## src/rtl/sfr_pkg.sv

```systemverilog
`timescale 1ns / 1ps
// ----------------------------------------------------------------------------
// sfr_pkg: shared types and constants of the serial frame receiver
// Result kinds, config register indexes, reset values and the job record
// passed from the frame parser to the result sequencer.
// ----------------------------------------------------------------------------
package sfr_pkg;

	localparam int DATA_BYTES_DEF = 8;
	localparam int QUEUE_DEPTH    = 2;
	localparam int CFG_IDX_W      = 3;

	localparam logic [CFG_IDX_W-1:0] CFG_HEADER  = 3'd0;
	localparam logic [CFG_IDX_W-1:0] CFG_FOOTER  = 3'd1;
	localparam logic [CFG_IDX_W-1:0] CFG_NOACK_A = 3'd2;
	localparam logic [CFG_IDX_W-1:0] CFG_NOACK_B = 3'd3;
	localparam logic [CFG_IDX_W-1:0] CFG_NOACK_C = 3'd4;
	localparam logic [CFG_IDX_W-1:0] CFG_NOACK_D = 3'd5;
	localparam logic [CFG_IDX_W-1:0] CFG_NOACK_E = 3'd6;

	localparam logic [7:0] HEADER_RST  = 8'hff;
	localparam logic [7:0] FOOTER_RST  = 8'hfe;
	localparam logic [7:0] NOACK_A_RST = 8'd1;
	localparam logic [7:0] NOACK_B_RST = 8'd2;
	localparam logic [7:0] NOACK_C_RST = 8'd3;
	localparam logic [7:0] NOACK_D_RST = 8'd4;
	localparam logic [7:0] NOACK_E_RST = 8'd5;

	typedef enum logic [2:0] {
		KIND_BAD_START    = 3'd0,
		KIND_BAD_END      = 3'd1,
		KIND_BAD_COUNTER  = 3'd2,
		KIND_BAD_CHECKSUM = 3'd3,
		KIND_ACK          = 3'd4,
		KIND_DATA         = 3'd5
	} kind_t;

	typedef enum logic [2:0] {
		B_IDLE,
		B_ONE,
		B_CNT,
		B_SUM,
		B_ACK,
		B_DATA
	} back_state_t;

	typedef struct packed {
		logic [7:0] header;
		logic [7:0] footer;
		logic [7:0] noack_a;
		logic [7:0] noack_b;
		logic [7:0] noack_c;
		logic [7:0] noack_d;
		logic [7:0] noack_e;
	} sfr_cfg_t;

	typedef struct packed {
		logic       single;
		kind_t      single_kind;
		logic [7:0] seq_old;
		logic [7:0] seq_new;
		logic [7:0] got_seq;
		logic [7:0] chk_got;
		logic [7:0] chk_calc;
		logic       bad_cnt;
		logic       bad_sum;
		logic       do_ack;
		logic       do_data;
	} sfr_job_t;

endpackage

```

## src/rtl/sfr_front.sv

```systemverilog
`timescale 1ns / 1ps
// ----------------------------------------------------------------------------
// sfr_front: frame parser
// Tracks the byte position, collects counter, data and checksum bytes,
// keeps the expected counter and turns each event into a job record.
// ----------------------------------------------------------------------------
module sfr_front import sfr_pkg::*; #(
	parameter int DATA_BYTES = DATA_BYTES_DEF
) (
	input  logic                        clk,
	input  logic                        arst_n,
	input  sfr_cfg_t                    cfg,
	input  logic                        take,
	input  logic [7:0]                  rx_byte,
	output logic                        push,
	output sfr_job_t                    job,
	output logic [DATA_BYTES-1:0][7:0]  job_data
);

	localparam int FRAME_LEN = DATA_BYTES + 4;
	localparam int POS_W     = $clog2(FRAME_LEN);
	localparam logic [POS_W-1:0] POS_HEAD  = POS_W'(0);
	localparam logic [POS_W-1:0] POS_CNT   = POS_W'(1);
	localparam logic [POS_W-1:0] POS_CHECK = POS_W'(DATA_BYTES + 2);
	localparam logic [POS_W-1:0] POS_FOOT  = POS_W'(DATA_BYTES + 3);

	logic [POS_W-1:0]           pos_q;
	logic [7:0]                 exp_q;
	logic                       bad_start_q;
	logic                       ferr_q;
	logic [7:0]                 got_seq_q;
	logic [7:0]                 sum_q;
	logic [7:0]                 chk_q;
	logic [DATA_BYTES-1:0][7:0] data_q;

	logic       bad_cnt;
	logic       bad_sum;
	logic       ok;
	logic       quiet;
	logic [7:0] seq_new;

	assign bad_cnt = got_seq_q != exp_q;
	assign bad_sum = sum_q != chk_q;
	assign ok      = !ferr_q && !bad_cnt && !bad_sum;
	assign seq_new = bad_cnt ? got_seq_q : exp_q;
	assign quiet   = (data_q[0] == cfg.noack_a) || (data_q[0] == cfg.noack_b) ||
	                 (data_q[0] == cfg.noack_c) || (data_q[0] == cfg.noack_d) ||
	                 (data_q[0] == cfg.noack_e);

	always_comb begin
		push             = 1'b0;
		job.single       = 1'b1;
		job.single_kind  = KIND_BAD_START;
		job.seq_old      = exp_q;
		job.seq_new      = exp_q;
		job.got_seq      = got_seq_q;
		job.chk_got      = chk_q;
		job.chk_calc     = sum_q;
		job.bad_cnt      = bad_cnt;
		job.bad_sum      = bad_sum;
		job.do_ack       = ok && !quiet;
		job.do_data      = ok;
		if (take && pos_q == POS_HEAD) begin
			push = (rx_byte != cfg.header) && !bad_start_q;
		end else if (take && pos_q == POS_FOOT) begin
			push = 1'b1;
			if (rx_byte != cfg.footer) begin
				job.single_kind = KIND_BAD_END;
			end else begin
				job.single  = 1'b0;
				job.seq_new = seq_new;
			end
		end
	end

	assign job_data = data_q;

	always_ff @(posedge clk or negedge arst_n) begin
		if (!arst_n) begin
			pos_q       <= POS_HEAD;
			exp_q       <= 8'd0;
			bad_start_q <= 1'b0;
			ferr_q      <= 1'b0;
		end else if (take) begin
			if (pos_q == POS_HEAD) begin
				if (rx_byte != cfg.header) begin
					bad_start_q <= 1'b1;
				end else begin
					bad_start_q <= 1'b0;
					pos_q       <= POS_CNT;
				end
			end else if (pos_q == POS_FOOT) begin
				pos_q <= POS_HEAD;
				if (rx_byte != cfg.footer) begin
					ferr_q <= 1'b1;
				end else begin
					ferr_q <= 1'b0;
					exp_q  <= seq_new + 8'd1;
				end
			end else begin
				pos_q <= pos_q + POS_W'(1);
			end
		end
	end

	always_ff @(posedge clk) begin
		if (take) begin
			if (pos_q == POS_HEAD) begin
				sum_q <= 8'd0;
			end
			if (pos_q == POS_CNT) begin
				got_seq_q <= rx_byte;
			end
			if (pos_q == POS_CHECK) begin
				chk_q <= rx_byte;
			end
			for (int i = 0; i < DATA_BYTES; i++) begin
				if (pos_q == POS_W'(i + 2)) begin
					data_q[i] <= rx_byte;
					sum_q     <= sum_q ^ rx_byte;
				end
			end
		end
	end

endmodule

```

## src/rtl/sfr_queue.sv

```systemverilog
`timescale 1ns / 1ps
// ----------------------------------------------------------------------------
// sfr_queue: job queue
// Short FIFO of job records and frame data between parser and sequencer.
// ----------------------------------------------------------------------------
module sfr_queue import sfr_pkg::*; #(
	parameter int DATA_BYTES = DATA_BYTES_DEF
) (
	input  logic                        clk,
	input  logic                        arst_n,
	input  logic                        push,
	input  sfr_job_t                    job_in,
	input  logic [DATA_BYTES-1:0][7:0]  data_in,
	input  logic                        pop,
	output sfr_job_t                    job_out,
	output logic [DATA_BYTES-1:0][7:0]  data_out,
	output logic                        empty,
	output logic                        full
);

	localparam int PTR_W = $clog2(QUEUE_DEPTH);
	localparam int CNT_W = $clog2(QUEUE_DEPTH + 1);

	sfr_job_t                   job_mem [QUEUE_DEPTH];
	logic [DATA_BYTES-1:0][7:0] data_mem [QUEUE_DEPTH];
	logic [PTR_W-1:0]           wr_q;
	logic [PTR_W-1:0]           rd_q;
	logic [CNT_W-1:0]           cnt_q;

	assign empty    = cnt_q == CNT_W'(0);
	assign full     = cnt_q == CNT_W'(QUEUE_DEPTH);
	assign job_out  = job_mem[rd_q];
	assign data_out = data_mem[rd_q];

	always_ff @(posedge clk) begin
		if (push) begin
			job_mem[wr_q]  <= job_in;
			data_mem[wr_q] <= data_in;
		end
	end

	always_ff @(posedge clk or negedge arst_n) begin
		if (!arst_n) begin
			wr_q  <= '0;
			rd_q  <= '0;
			cnt_q <= '0;
		end else begin
			if (push) begin
				wr_q <= (wr_q == PTR_W'(QUEUE_DEPTH - 1)) ? '0 : wr_q + PTR_W'(1);
			end
			if (pop) begin
				rd_q <= (rd_q == PTR_W'(QUEUE_DEPTH - 1)) ? '0 : rd_q + PTR_W'(1);
			end
			if (push && !pop) begin
				cnt_q <= cnt_q + CNT_W'(1);
			end else if (pop && !push) begin
				cnt_q <= cnt_q - CNT_W'(1);
			end
		end
	end

endmodule

```

## src/rtl/sfr_back.sv

```systemverilog
`timescale 1ns / 1ps
// ----------------------------------------------------------------------------
// sfr_back: result sequencer
// Expands the job at the queue head into result items, one per cycle while
// out_stall does not hold the output register, through an output register.
// ----------------------------------------------------------------------------
module sfr_back import sfr_pkg::*; #(
	parameter int DATA_BYTES = DATA_BYTES_DEF
) (
	input  logic                        clk,
	input  logic                        arst_n,
	input  sfr_job_t                    job,
	input  logic [DATA_BYTES-1:0][7:0]  job_data,
	input  logic                        empty,
	output logic                        pop,
	output logic                        out_valid,
	input  logic                        out_stall,
	output logic [2:0]                  kind,
	output logic [7:0]                  expected_seq,
	output logic [7:0]                  value_got,
	output logic [7:0]                  value_calc,
	output logic                        last
);

	localparam int IDX_W = (DATA_BYTES > 1) ? $clog2(DATA_BYTES) : 1;
	localparam logic [IDX_W-1:0] IDX_LAST = IDX_W'(DATA_BYTES - 1);

	back_state_t      state_q;
	back_state_t      state_d;
	back_state_t      first;
	back_state_t      nxt;
	logic [IDX_W-1:0] idx_q;
	logic [IDX_W-1:0] idx_d;
	logic             load;
	logic             emit;

	logic             valid_q;
	logic [2:0]       kind_q;
	logic [7:0]       seq_q;
	logic [7:0]       got_q;
	logic [7:0]       calc_q;
	logic             last_q;

	kind_t            r_kind;
	logic [7:0]       r_seq;
	logic [7:0]       r_got;
	logic [7:0]       r_calc;

	assign load = !valid_q || !out_stall;

	always_comb begin
		first = B_IDLE;
		if (job.single) begin
			first = B_ONE;
		end else if (job.bad_cnt) begin
			first = B_CNT;
		end else if (job.bad_sum) begin
			first = B_SUM;
		end else if (job.do_ack) begin
			first = B_ACK;
		end else if (job.do_data) begin
			first = B_DATA;
		end

		nxt = B_IDLE;
		case (state_q)
			B_CNT:   nxt = job.bad_sum ? B_SUM : B_IDLE;
			B_ACK:   nxt = B_DATA;
			B_DATA:  nxt = (idx_q == IDX_LAST) ? B_IDLE : B_DATA;
			default: nxt = B_IDLE;
		endcase

		state_d = state_q;
		idx_d   = idx_q;
		pop     = 1'b0;
		emit    = 1'b0;
		case (state_q)
			B_IDLE: begin
				idx_d = '0;
				if (!empty) begin
					state_d = first;
					pop     = first == B_IDLE;
				end
			end
			default: begin
				if (load) begin
					emit    = 1'b1;
					state_d = nxt;
					pop     = nxt == B_IDLE;
					if (state_q == B_DATA) begin
						idx_d = idx_q + IDX_W'(1);
					end
				end
			end
		endcase
	end

	always_comb begin
		r_kind = KIND_DATA;
		r_seq  = job.seq_new;
		r_got  = 8'd0;
		r_calc = 8'd0;
		case (state_q)
			B_ONE:  r_kind = job.single_kind;
			B_CNT: begin
				r_kind = KIND_BAD_COUNTER;
				r_seq  = job.seq_old;
				r_got  = job.got_seq;
			end
			B_SUM: begin
				r_kind = KIND_BAD_CHECKSUM;
				r_got  = job.chk_got;
				r_calc = job.chk_calc;
			end
			B_ACK:  r_kind = KIND_ACK;
			B_DATA: r_got = job_data[idx_q];
			default: r_kind = KIND_DATA;
		endcase
	end

	always_ff @(posedge clk or negedge arst_n) begin
		if (!arst_n) begin
			state_q <= B_IDLE;
			idx_q   <= '0;
			valid_q <= 1'b0;
		end else begin
			state_q <= state_d;
			idx_q   <= idx_d;
			if (load) begin
				valid_q <= emit;
			end
		end
	end

	always_ff @(posedge clk) begin
		if (emit) begin
			kind_q <= r_kind;
			seq_q  <= r_seq;
			got_q  <= r_got;
			calc_q <= r_calc;
			last_q <= nxt == B_IDLE;
		end
	end

	assign out_valid    = valid_q;
	assign kind         = kind_q;
	assign expected_seq = seq_q;
	assign value_got    = got_q;
	assign value_calc   = calc_q;
	assign last         = last_q;

endmodule

```

## src/rtl/serial_frame_receiver.sv

```systemverilog
`timescale 1ns / 1ps
// ----------------------------------------------------------------------------
// serial_frame_receiver: serial byte deframer with XOR checksum
// Bytes enter at one per cycle while the two-entry job queue has room.
// A result item passes through the job queue, the sequencer state and the
// output register; a decoded frame end yields up to DATA_BYTES+1 results.
// Async active-low reset clears position, counters, flags and the queue and
// loads the config registers with their defaults.
// ----------------------------------------------------------------------------
module serial_frame_receiver import sfr_pkg::*; #(
	parameter int DATA_BYTES = DATA_BYTES_DEF
) (
	input  logic                 clk,
	input  logic                 arst_n,
	input  logic                 cfg_valid,
	output logic                 cfg_ready,
	input  logic [CFG_IDX_W-1:0] cfg_index,
	input  logic [7:0]           cfg_data,
	input  logic                 in_valid,
	output logic                 in_stall,
	input  logic [7:0]           rx_byte,
	output logic                 out_valid,
	input  logic                 out_stall,
	output logic [2:0]           kind,
	output logic [7:0]           expected_seq,
	output logic [7:0]           value_got,
	output logic [7:0]           value_calc,
	output logic                 last
);

	sfr_cfg_t                   cfg_q;
	logic                       take;
	logic                       q_push;
	logic                       q_pop;
	logic                       q_empty;
	logic                       q_full;
	sfr_job_t                   f_job;
	sfr_job_t                   h_job;
	logic [DATA_BYTES-1:0][7:0] f_data;
	logic [DATA_BYTES-1:0][7:0] h_data;

	assign cfg_ready = 1'b1;
	assign in_stall  = q_full;
	assign take      = in_valid && !q_full;

	always_ff @(posedge clk or negedge arst_n) begin
		if (!arst_n) begin
			cfg_q.header  <= HEADER_RST;
			cfg_q.footer  <= FOOTER_RST;
			cfg_q.noack_a <= NOACK_A_RST;
			cfg_q.noack_b <= NOACK_B_RST;
			cfg_q.noack_c <= NOACK_C_RST;
			cfg_q.noack_d <= NOACK_D_RST;
			cfg_q.noack_e <= NOACK_E_RST;
		end else if (cfg_valid && cfg_ready) begin
			case (cfg_index)
				CFG_HEADER:  cfg_q.header  <= cfg_data;
				CFG_FOOTER:  cfg_q.footer  <= cfg_data;
				CFG_NOACK_A: cfg_q.noack_a <= cfg_data;
				CFG_NOACK_B: cfg_q.noack_b <= cfg_data;
				CFG_NOACK_C: cfg_q.noack_c <= cfg_data;
				CFG_NOACK_D: cfg_q.noack_d <= cfg_data;
				CFG_NOACK_E: cfg_q.noack_e <= cfg_data;
				default: ;
			endcase
		end
	end

	sfr_front #(.DATA_BYTES(DATA_BYTES)) u_front (
		.clk      (clk),
		.arst_n   (arst_n),
		.cfg      (cfg_q),
		.take     (take),
		.rx_byte  (rx_byte),
		.push     (q_push),
		.job      (f_job),
		.job_data (f_data)
	);

	sfr_queue #(.DATA_BYTES(DATA_BYTES)) u_queue (
		.clk      (clk),
		.arst_n   (arst_n),
		.push     (q_push),
		.job_in   (f_job),
		.data_in  (f_data),
		.pop      (q_pop),
		.job_out  (h_job),
		.data_out (h_data),
		.empty    (q_empty),
		.full     (q_full)
	);

	sfr_back #(.DATA_BYTES(DATA_BYTES)) u_back (
		.clk          (clk),
		.arst_n       (arst_n),
		.job          (h_job),
		.job_data     (h_data),
		.empty        (q_empty),
		.pop          (q_pop),
		.out_valid    (out_valid),
		.out_stall    (out_stall),
		.kind         (kind),
		.expected_seq (expected_seq),
		.value_got    (value_got),
		.value_calc   (value_calc),
		.last         (last)
	);

	a_no_overflow: assert property (@(posedge clk) disable iff (!arst_n)
		q_push |-> !q_full)
		else $error("job queue overflow");

	a_no_pop_empty: assert property (@(posedge clk) disable iff (!arst_n)
		q_pop |-> !q_empty)
		else $error("job queue underflow");

	a_single_last: assert property (@(posedge clk) disable iff (!arst_n)
		out_valid && (kind == KIND_BAD_START || kind == KIND_BAD_END) |-> last)
		else $error("framing error item not marked last");

	a_ack_not_last: assert property (@(posedge clk) disable iff (!arst_n)
		out_valid && kind == KIND_ACK |-> !last)
		else $error("ack item without data");

	a_calc_zero: assert property (@(posedge clk) disable iff (!arst_n)
		out_valid && kind != KIND_BAD_CHECKSUM |-> value_calc == 8'd0)
		else $error("computed checksum on wrong item kind");

endmodule
```

## config.mk

```make
export PLATFORM = sky130hd
export DESIGN_NAME = serial_frame_receiver
export DESIGN_NICKNAME = d
export VERILOG_FILES = /design/src/rtl/sfr_pkg.sv /design/src/rtl/sfr_front.sv /design/src/rtl/sfr_queue.sv /design/src/rtl/sfr_back.sv /design/src/rtl/serial_frame_receiver.sv
export SDC_FILE = /design/constraint.sdc
export NUM_CORES = 1
export LEC_CHECK = 0
export BUFFER_PORTS_ARGS = -buffer_cell sky130_fd_sc_hd__buf_2
export CORE_ASPECT_RATIO = 0.8
export CORE_MARGIN = 2
export CORE_UTILIZATION = 66
export CTS_CLUSTER_SIZE = 16
export DETAILED_ROUTE_END_ITERATION = 7
export PLACE_DENSITY = 0.84
export SETUP_SLACK_MARGIN = 0.3
export SLEW_MARGIN = 20
export SYNTH_ARGS = -nofsm -noshare
export SYNTH_HDL_FRONTEND = slang
export SYNTH_SLANG_ARGS = --single-unit
export TNS_END_PERCENT = 10
```

## constraint.sdc

```tcl
create_clock -name clk -period 16 [get_ports clk]
set_input_delay 0.8 -clock clk [delete_from_list [all_inputs] [get_ports clk]]
set_output_delay 0.8 -clock clk [all_outputs]
set_load 0.1 [all_outputs]
```

==> results of run 1 <==
==> Yosys cell counts (3+ instances only) <==
library cell and number:
a21o_1 3, a21oi_1 14, a22oi_1 6, and2_1 8, and3_1 10, buf_2 12
buf_4 5, buf_6 4, clkbuf_1 19, dfrtp_1 59, dfstp_2 22, edfxtp_1 336
ha_1 8, inv_1 8, mux2_2 69, mux2i_1 33, mux4_2 39, nand2_1 31
nand2b_1 5, nand3_1 5, nand4_1 12, nand4b_1 3, nor2_1 36, nor2b_1 4
nor3_1 7, nor4_1 11, o211ai_1 13, o21ai_0 14, xnor2_1 52, xor2_1 39
==> placed cells by master, fill, tap and decap left out, drive strengths merged, types with 2 or more instances in the layout <==
cell     instances
buf             61
nand4b           3
mux2            69
dfrtp           59
nand2b           5
bufinv           5
inv              9
clkbuf          54
ha               8
a22oi            6
dfstp           22
a31oi            2
nor2            36
nand2           31
nand3            5
nor4            11
o2bb2ai          2
nor2b            5
xnor2           52
or4              2
nor3            10
a32oi            2
o21ai           15
nor3b            3
and2             8
mux2i           33
edfxtp         336
a21o             3
nand4           12
xor2            39
and3            10
a21oi           15
o211ai          13
mux4            39
o22ai            2
clkinv          11
==> per-layer routing <==
layer  track usage [%]  share of wire [%]  vias to the layer above
met2              41.1                 47                      444
met3              4.48                9.0                       74
met4              7.78                2.4                        0
li1                  -                  -                     3665
met5                 0                  0                        -
met1              41.2                 42                     4359
==> kinds of logic (layout without fill, tap and decap cells) <==
| kind of cell | count (synthesis) | count (layout) |
|---|---|---|
| flip-flops | 417 | 417 |
| AND/OR/NAND/NOR | 145 | 145 |
| multiplexers | 141 | 141 |
| XOR/XNOR | 91 | 91 |
| AO/OA/AOI/OAI | 68 | 68 |
| buffers and inverters | 51 | 140 |
| adder cells (fa/ha/maj) | 8 | 8 |
| other | 1 | 1 |
==> area by class of cell <==
class / count / area share (%)
clock inverter: 16 / 1.09
inverter: 9 / 0.184
tap: 318 / 2.17
multi-input combinational: 454 / 22.6
sequential: 417 / 66.2
clock buffer: 54 / 5.91
timing repair buffer: 61 / 1.85
==> worst max path at each step <==
stage | from | end | depth (start not counted)
2_1_floorplan | in_valid | u_queue.data_mem[0][0] | 5
3_3_place_gp | rx_byte[5] | u_queue.data_mem[0][39] | 7
3_5_place_dp | rx_byte[6] | u_queue.data_mem[0][39] | 7
4_1_cts | u_queue.cnt_q[0] | u_queue.job_mem[0][25] | 6
5_1_grt | u_queue.cnt_q[0] | u_queue.data_mem[0][13] | 6
6_report | u_queue.cnt_q[0] | u_queue.data_mem[0][38] | 6
==> power groups by stage <==
stage	logic, uW	registers [uW]	clock network (uW)
final	751	1490	933
after global routing	793	1510	988
after CTS	751	1490	941
after global placement	731	1500	0
after detailed placement	743	1510	0
after floorplan	396	1690	0
==> worst max-delay path, delay by kind of cell (launching register included) <==
kind / cells / cell delay [ns]
compound gates: 1 / 0.19
simple gates: 4 / 1.53
buf+inv: 1 / 0.70
flops: 1 / 0.41
==> registers in the layout (all words and copies together) (netlist names) <==
signal / cells
u_back.state_q: 3
u_front.chk_q: 8
u_back.value_got: 8
u_back.out_valid: 1
u_front.ferr_q: 1
u_front.job_data: 64
u_queue.rd_q: 1
u_back.idx_q: 3
u_queue.wr_q: 1
u_front.bad_start_q: 1
u_front.got_seq_q: 8
u_queue.cnt_q: 2
cfg_q: 56
u_queue.data_mem: 128
u_queue.job_mem: 92
u_back.kind: 3
u_back.value_calc: 8
u_front.pos_q: 4
u_front.sum_q: 8
u_front.exp_q: 8
u_back.expected_seq: 8
u_back.last: 1
==> per-stage QoR <==
step | hold slack, ns | worst slack [ns] | cell area [um^2] | utilization, % | total power [uW]
after floorplan | 0.421 | 9.11 | 16500 | - | 2090
after global placement | 0.423 | 12.17 | 17000 | 69.7 | 2230
after detailed placement | 0.429 | 12.09 | 17000 | 69.7 | 2250
after CTS | 0.141 | 12.45 | 18300 | 75.0 | 3190
after global routing | 0.159 | 12.54 | 18400 | 75.1 | 3290
final | 0.147 | 12.66 | 18400 | 75.1 | 3180
==> results.json, run 1 <==
{
  "p_int_uw": 2140,
  "yosys.area.top_type_share_pct": 61.1,
  "ff2ff_path_depth": 6,
  "cts_hold_buf": 0,
  "cts_resized": 0,
  "r2r-end": "u_queue.data_mem[0][38]",
  "dp_hpwl_mm": 20.7,
  "tns_ns": 0,
  "num_io_pins": 55,
  "fin_cells": 1329,
  "grt_use_total_pct": 27.0,
  "rsz0062_at_grt": "false",
  "first_iter_violations": 1174,
  "areaGrowthSynthToFinish_pct": 11.1,
  "grt_pass1_wl_mm": 52.8,
  "synthArstFlopShare_pct": 19.4,
  "p_leak_uw": 0.00635,
  "final_antenna_net_count": 0,
  "synthTopCellsByArea": "edfxtp_1, dfrtp_1, mux4_2",
  "die_area_um2": 26300,
  "tightest_slew_ns": 1.11,
  "clk_latency_ns": 0.53,
  "multi_input_area_um2": 4150,
  "fillers": 1326,
  "outcome": "finished clean",
  "skew_ns": 0.0171,
  "drv_slew": 0,
  "routabilityCongestion": 0.832,
  "dr.pass1.iters": 5,
  "grt_max_degree": 84,
  "nets": 1014,
  "synth_fa_ha_area_share_pct": 0.606,
  "synth_top_family_by_area": "multiplexers",
  "yosysTopAreaCell": "edfxtp_1",
  "core_region_area_um2": 24400,
  "cp-end-kind": "register",
  "grt_antenna_before_repair": 0,
  "drive_gt1_share_pct": 25.8,
  "synth-simple-area-share_pct": 4.73,
  "hold_viol": 0,
  "maxSlewHeadroom_pct": 26.3,
  "syn_avg_cell_area_um2": 17.9,
  "synthesis.nets": 954,
  "ir_worst_vdd_uv": 139,
  "htreeDepth": 2,
  "cts_buffer_depth": 3,
  "cts_tree": "built",
  "p_clk_share_pct": 29.4,
  "die_w_um": 181,
  "ys.warnings.count": 0,
  "placedCellCount": 1258,
  "synth-compound-area-share_pct": 2.73,
  "synth_mux_area_share_pct": 12.0,
  "synth_seq_cells": 417,
  "timing.final.crit_share_pct": 20.9,
  "sw_frac_of_total_pct": 32.5,
  "vias": 8542,
  "worstSetupPathType": "register to register",
  "required_ns": 16.14,
  "switchingPower_uw": 1030,
  "yosysUniqueCellTypes": 58,
  "finalSetupViolCount": 0,
  "wl_per_cell_um": 25.8,
  "cts_root_buf": "clkbuf_16",
  "antenna_cells": 0,
  "synthCells": 922,
  "grt_overflow": 0,
  "cp_slowest_cell": "nor2b_4",
  "clock_sinks": 417,
  "routed_wl_mm": 34.2,
  "ys.flop_type": "edfxtp_1",
  "synth_edf_count": 336,
  "port_buffers": 53,
  "powerDensity_nw_per_um2": 173,
  "max_freq_mhz": 299,
  "drv_cap": 0,
  "arrival_ns": 3.48,
  "syn-cell-area_um2": 16500,
  "cts_made_buffers": 39,
  "die_h_um": 146,
  "seq_power_share_pct": 47.0,
  "regArea_um2": 12100,
  "drc": 0,
  "synth_xor_area_share_pct": 4.83,
  "period_needed_ns": 3.34,
  "cp_cell_sequence": "nand2b_1, and2_1, and3_1, a21o_1, nor2b_4, buf_6",
  "grt_pass1_vias": 8600,
  "critPathMaxStageDelay_ns": 0.76,
  "regToRegSetupSlack_ns": 12.66,
  "viasPerCell": 6.43,
  "rows": 51,
  "worstReg2RegStart": "u_queue.cnt_q[0]",
  "crit_path_start_kind": "register",
  "clk_pin_slew_ns": 0.06,
  "postCtsSetupRepairBufs": 0,
  "synth-seq-area-share_pct": 73.5,
  "hold_class": "input port to async pin",
  "pwr-share-comb_pct": 23.6,
  "start_util_pct": 67.6,
  "path_max_fanout": 83
}
No activity file was read; power rests on OpenSTA's default activity.
==> inputs of run 2 (changes only) <==
- CORE_UTILIZATION: 66 -> 56
- PLACE_DENSITY: 0.84 -> 0.76
- clock period: 16 -> 2.8 ns (I/O delays scaled with it)
==> results.json, run 2 (synthesis gave the netlist of run 1 again) <==
{
  "cts_made_buffers": 39,
  "maxSlewHeadroom_pct": 42.3,
  "ff2ff_path_depth": 5,
  "place_area_um2": 17400,
  "crit_path_start_kind": "register",
  "hold_class": "input port to register",
  "p_int_uw": 12200,
  "final_antenna_net_count": 0,
  "tns_ns": 0,
  "antenna_cells": 0,
  "dr.pass1.iters": 6,
  "hold_viol": 0,
  "required_ns": 3.15,
  "nets": 1060,
  "worstSetupPathType": "register to register",
  "grt_antenna_before_repair": 0,
  "viasPerCell": 5.94,
  "tightest_slew_ns": 0.864,
  "pwr-share-comb_pct": 25.2,
  "grt_max_degree": 47,
  "powerDensity_nw_per_um2": 962,
  "die_w_um": 196,
  "switchingPower_uw": 5930,
  "finalSetupViolCount": 0,
  "rsz0062_at_grt": "true",
  "wl_per_cell_um": 23.5,
  "cts_resized": 0,
  "fin_area_um2": 18800,
  "p_leak_uw": 0.00656,
  "core_region_area_um2": 29100,
  "endpoint": "u_queue.job_mem[0][1]",
  "cts_buffer_depth": 3,
  "worstReg2RegStart": "u_front.got_seq_q[5]",
  "rows": 56,
  "startpoint": "u_front.got_seq_q[5]",
  "seq_power_share_pct": 46.4,
  "vias": 8512,
  "drive_gt1_share_pct": 28.6,
  "die_area_um2": 30900,
  "cp-end-kind": "register",
  "num_io_pins": 55,
  "routabilityCongestion": 0.853,
  "outcome": "finished clean",
  "htreeDepth": 2,
  "grt_pass1_vias": 8588,
  "areaGrowthSynthToFinish_pct": 14.0,
  "drv_slew": 0,
  "drc": 0,
  "largest-register": "u_queue.data_mem",
  "skew_ns": 0.0117,
  "r2r-end": "u_queue.job_mem[0][1]",
  "ir_worst_vdd_uv": 1120,
  "sw_frac_of_total_pct": 32.7,
  "drv_cap": 0,
  "path_max_fanout": 7,
  "dp_hpwl_mm": 21.7,
  "port_buffers": 53,
  "clk_latency_ns": 0.52,
  "finalWorstSetupSlack_ns": 0.341,
  "regToRegSetupSlack_ns": 0.34,
  "layout_commonest_cell": "edfxtp_1",
  "grt_pass1_wl_mm": 51.1,
  "grt_overflow": 0,
  "cts_root_buf": "clkbuf_16",
  "pre_cts_slack_ns": 0.416,
  "final_cell_mix": "edfxtp_1, mux2_2, dfrtp_1",
  "period_needed_ns": 2.46,
  "clk_pin_slew_ns": 0.06,
  "routed_wl_mm": 33.7,
  "cts_tree": "built",
  "max_freq_mhz": 407,
  "timing.final.crit_share_pct": 87.8,
  "largest_reg_flops": 128,
  "clock_sinks": 417,
  "die_h_um": 158,
  "arrival_ns": 2.81,
  "start_util_pct": 56.7,
  "p_clk_share_pct": 28.4,
  "first_iter_violations": 706,
  "grt_use_total_pct": 22.4
}
-- run 2: layout make-up --
cell class,count,area [um^2]
Clock buffer,48,1050
Tap cell,377,472
Clock inverter,21,181
Multi-Input combinational cell,455,4160
Timing Repair Buffer,106,786
Fill cell,2022,10300
Sequential cell,417,12100
Inverter,9,33.8
-- run 2: routing by layer --
metal / track usage [%] / vias to the layer above / wire [um]
met3: 4.22 / 61 / 2580
met1: 33.1 / 4365 / 14800
met4: 6.46 / 0 / 803
li1: - / 3755 / -
met5: 0 / - / 0
met2: 34.5 / 331 / 15400
-- run 2: worst max-delay path: stages (launching register included) --
cell and delay (ns):
edfxtp_1 0.55, xor2_1 0.21, nor4_1 0.49, nand2_1 0.22, nor3_1 0.51, and3_1 0.33
-- run 2: what timing repair did --
item / in CTS / in global routing
hold buffers: 6 / 2
endpoints found under the hold margin: 61 / 2
endpoints found under the setup margin: 0 / 86
setup buffers: 0 / 10
-- run 2: worst min-delay path by stage --
stage          slack [ns]  cells after the start         from   endpoint
4_1_cts             0.002                      2  cfg_data[7]  cfg_q[39]
2_1_floorplan       -0.16                      0       arst_n  cfg_q[11]
3_5_place_dp         0.21                      1       arst_n  cfg_q[28]
6_report             0.01                      2  cfg_data[5]   cfg_q[5]
5_1_grt              0.01                      2  cfg_data[0]  cfg_q[16]
3_3_place_gp         0.20                      1       arst_n  cfg_q[28]
-- run 2: power by group through the flow --
stage	combinational, uW	sequential (uW)	clock [uW]
2_1_floorplan	2280	9660	0
3_3_place_gp	4480	8460	0
3_5_place_dp	4530	8510	0
4_1_cts	4570	8390	5220
5_1_grt	4860	8500	5460
6_report	4570	8400	5140
-- run 2: stage by stage --
step | power (uW) | hold slack [ns] | std cells | utilization (%)
3_5_place_dp | 13000 | 0.208 | 1345 | 59.8
3_3_place_gp | 12900 | 0.202 | 1345 | 59.8
2_1_floorplan | 11900 | -0.156 | 922 | -
5_1_grt | 18800 | 0.0112 | 1433 | 64.6
6_report | 18100 | 0.0115 | 1433 | 64.6
4_1_cts | 18200 | 0.00203 | 1420 | 64.2
==> inputs of run 3 (changes only) <==
- CORE_UTILIZATION: 56 -> 62
- PLACE_DENSITY: 0.76 -> 0.8
- clock period: 2.8 -> 2.59 ns (I/O delays scaled with it)
==> results.json, run 3 (synthesis gave the netlist of run 1 again) <==
{
  "maxSlewHeadroom_pct": 44.5,
  "cp_cell_sequence": "inv_1, ha_2, nand2_1, nor3_1, a21o_1, and2_4, buf_12",
  "hold_class": "input port to register",
  "drive_gt1_share_pct": 28.7,
  "ir_worst_vdd_uv": 901,
  "num_io_pins": 55,
  "post-route-util_pct": 71.8,
  "largest_reg_flops": 128,
  "p_int_uw": 13300,
  "cts_made_buffers": 39,
  "die_area_um2": 28000,
  "final_cell_mix": "edfxtp_1, mux2_2, dfrtp_1",
  "dp_hpwl_mm": 22.0,
  "viasPerCell": 6.15,
  "finalSetupViolCount": 0,
  "grt_max_degree": 60,
  "powerDensity_nw_per_um2": 1050,
  "largest-register": "u_queue.data_mem",
  "cp-end-kind": "register",
  "cts_buffer_depth": 3,
  "drv_slew": 0,
  "vias": 8656,
  "wl_per_cell_um": 24.1,
  "switchingPower_uw": 6420,
  "max_freq_mhz": 442,
  "rows": 53,
  "rsz0062_at_grt": "true",
  "outcome": "finished clean",
  "skew_ns": 0.0188,
  "dr.pass1.iters": 5,
  "core_region_area_um2": 26300,
  "htreeDepth": 2,
  "tightest_slew_ns": 0.833,
  "sw_frac_of_total_pct": 32.5,
  "grt_pass1_vias": 8702,
  "finalWorstSetupSlack_ns": 0.328,
  "fillers": 1590,
  "nets": 1055,
  "path_max_fanout": 43,
  "die_w_um": 186,
  "clk_latency_ns": 0.53,
  "start_util_pct": 62.9,
  "cts_root_buf": "clkbuf_16",
  "routed_wl_mm": 33.9,
  "antenna_cells": 0,
  "die_h_um": 150,
  "p_leak_uw": 0.00655,
  "areaGrowthSynthToFinish_pct": 14.1,
  "grt_antenna_before_repair": 0,
  "tns_ns": 0,
  "p_clk_share_pct": 28.6,
  "pwr-share-comb_pct": 26.0,
  "cts_tree": "built",
  "required_ns": 2.79,
  "hold_viol": 0,
  "final_antenna_net_count": 0,
  "regArea_um2": 12100,
  "timing.final.crit_share_pct": 87.3,
  "cp_slowest_cell": "dfrtp_1",
  "hold_slack_ns": 0.0204,
  "path_buf_inv": 2,
  "first_iter_violations": 963,
  "pre_cts_slack_ns": 0.257,
  "seq_power_share_pct": 45.4,
  "grt_pass1_wl_mm": 51.2,
  "worstSetupPathType": "register to register",
  "routabilityCongestion": 0.835,
  "cpLargestDelayFamily": "simple AND/OR/NAND/NOR gates",
  "drv_cap": 0,
  "fin_area_um2": 18800,
  "multi_input_area_um2": 4170,
  "crit_path_start_kind": "register",
  "layout_commonest_cell": "edfxtp_1",
  "period_needed_ns": 2.26,
  "critPathMaxStageDelay_ns": 0.44,
  "arrival_ns": 2.46,
  "clk_pin_slew_ns": 0.06,
  "drc": 0,
  "port_buffers": 53,
  "place_area_um2": 17400,
  "clock_sinks": 417,
  "grt_overflow": 0,
  "grt_use_total_pct": 24.6
}
==> run 3: cell count changes in the layout (fill, tap and decap cells not counted), moves of 2 or more <==
cell	delta
buf_4	-9
buf_6	+2
clkbuf_1	-2
dlygate4sd3_1	+2
nor3_1	-2
nor3_2	+2
==> run 3: per-stage QoR <==
stage | power [uW] | cells
after floorplan | 12900 | 922
after global placement | 14000 | 1325
after detailed placement | 14100 | 1325
after CTS | 19800 | 1403
after global routing | 20400 | 1407
final | 19700 | 1407
==> run 3: worst reg2reg max path, delay by kind of cell (launching register included) <==
family                   cells  cell delay [ns]
adder cells (fa/ha/maj)      1             0.23
flip-flops                   1             0.44
AND/OR/NAND/NOR              3             0.61
buffers and inverters        2             0.42
AO/OA/AOI/OAI                1             0.23
==> run 3: power by group through the flow <==
stage	Sequential [uW]	Clock (uW)	Combinational (uW)
4_1_cts	9000	5690	5080
2_1_floorplan	10400	0	2460
3_3_place_gp	9060	0	4920
3_5_place_dp	9120	0	5000
6_report	8960	5640	5140
5_1_grt	9050	5940	5440
==> run 3: per-layer routing <==
layer / vias to the layer above / track usage (%) / part of all wire, %
met3: 71 / 4.08 / 8.5
met2: 418 / 39.5 / 48
met4: 0 / 7.18 / 2.3
met5: - / 0 / 0
met1: 4427 / 35.6 / 41
li1: 3740 / - / -
==> run 3: cell type report <==
cell class / count / share of cell area [%]
Multi-Input combinational cell: 454 / 22.1
Timing Repair Buffer: 102 / 4.17
Tap cell: 357 / 2.37
Inverter: 9 / 0.179
Sequential cell: 417 / 64.5
Clock buffer: 46 / 5.54
Clock inverter: 22 / 1.12
==> run 3: what timing repair did <==
item / 4_1_cts / 5_1_grt
resized for setup: 1 / 5
endpoints found under the setup margin: 7 / 136
setup buffers: 0 / 3
endpoints found under the hold margin: 90 / 0
gates cloned: 0 / 1
hold buffers: 10 / 0
==> run 3: worst paths after layout <==
path | cells after the start | slack, ns | to | startpoint
hold reg to reg | 0 | 0.44 | u_queue.data_mem[0][28] | u_front.job_data[28]
setup reg to reg | 7 | 0.33 | u_queue.data_mem[1][59] | u_front.pos_q[0]
max in group asynchronous | 3 | 1.68 | cfg_q[2] | arst_n
min in group asynchronous | 2 | 0.24 | cfg_q[14] | arst_n
setup / recovery | 7 | 0.33 | u_queue.data_mem[1][59] | u_front.pos_q[0]
hold / removal | 2 | 0.02 | cfg_q[11] | cfg_data[3]
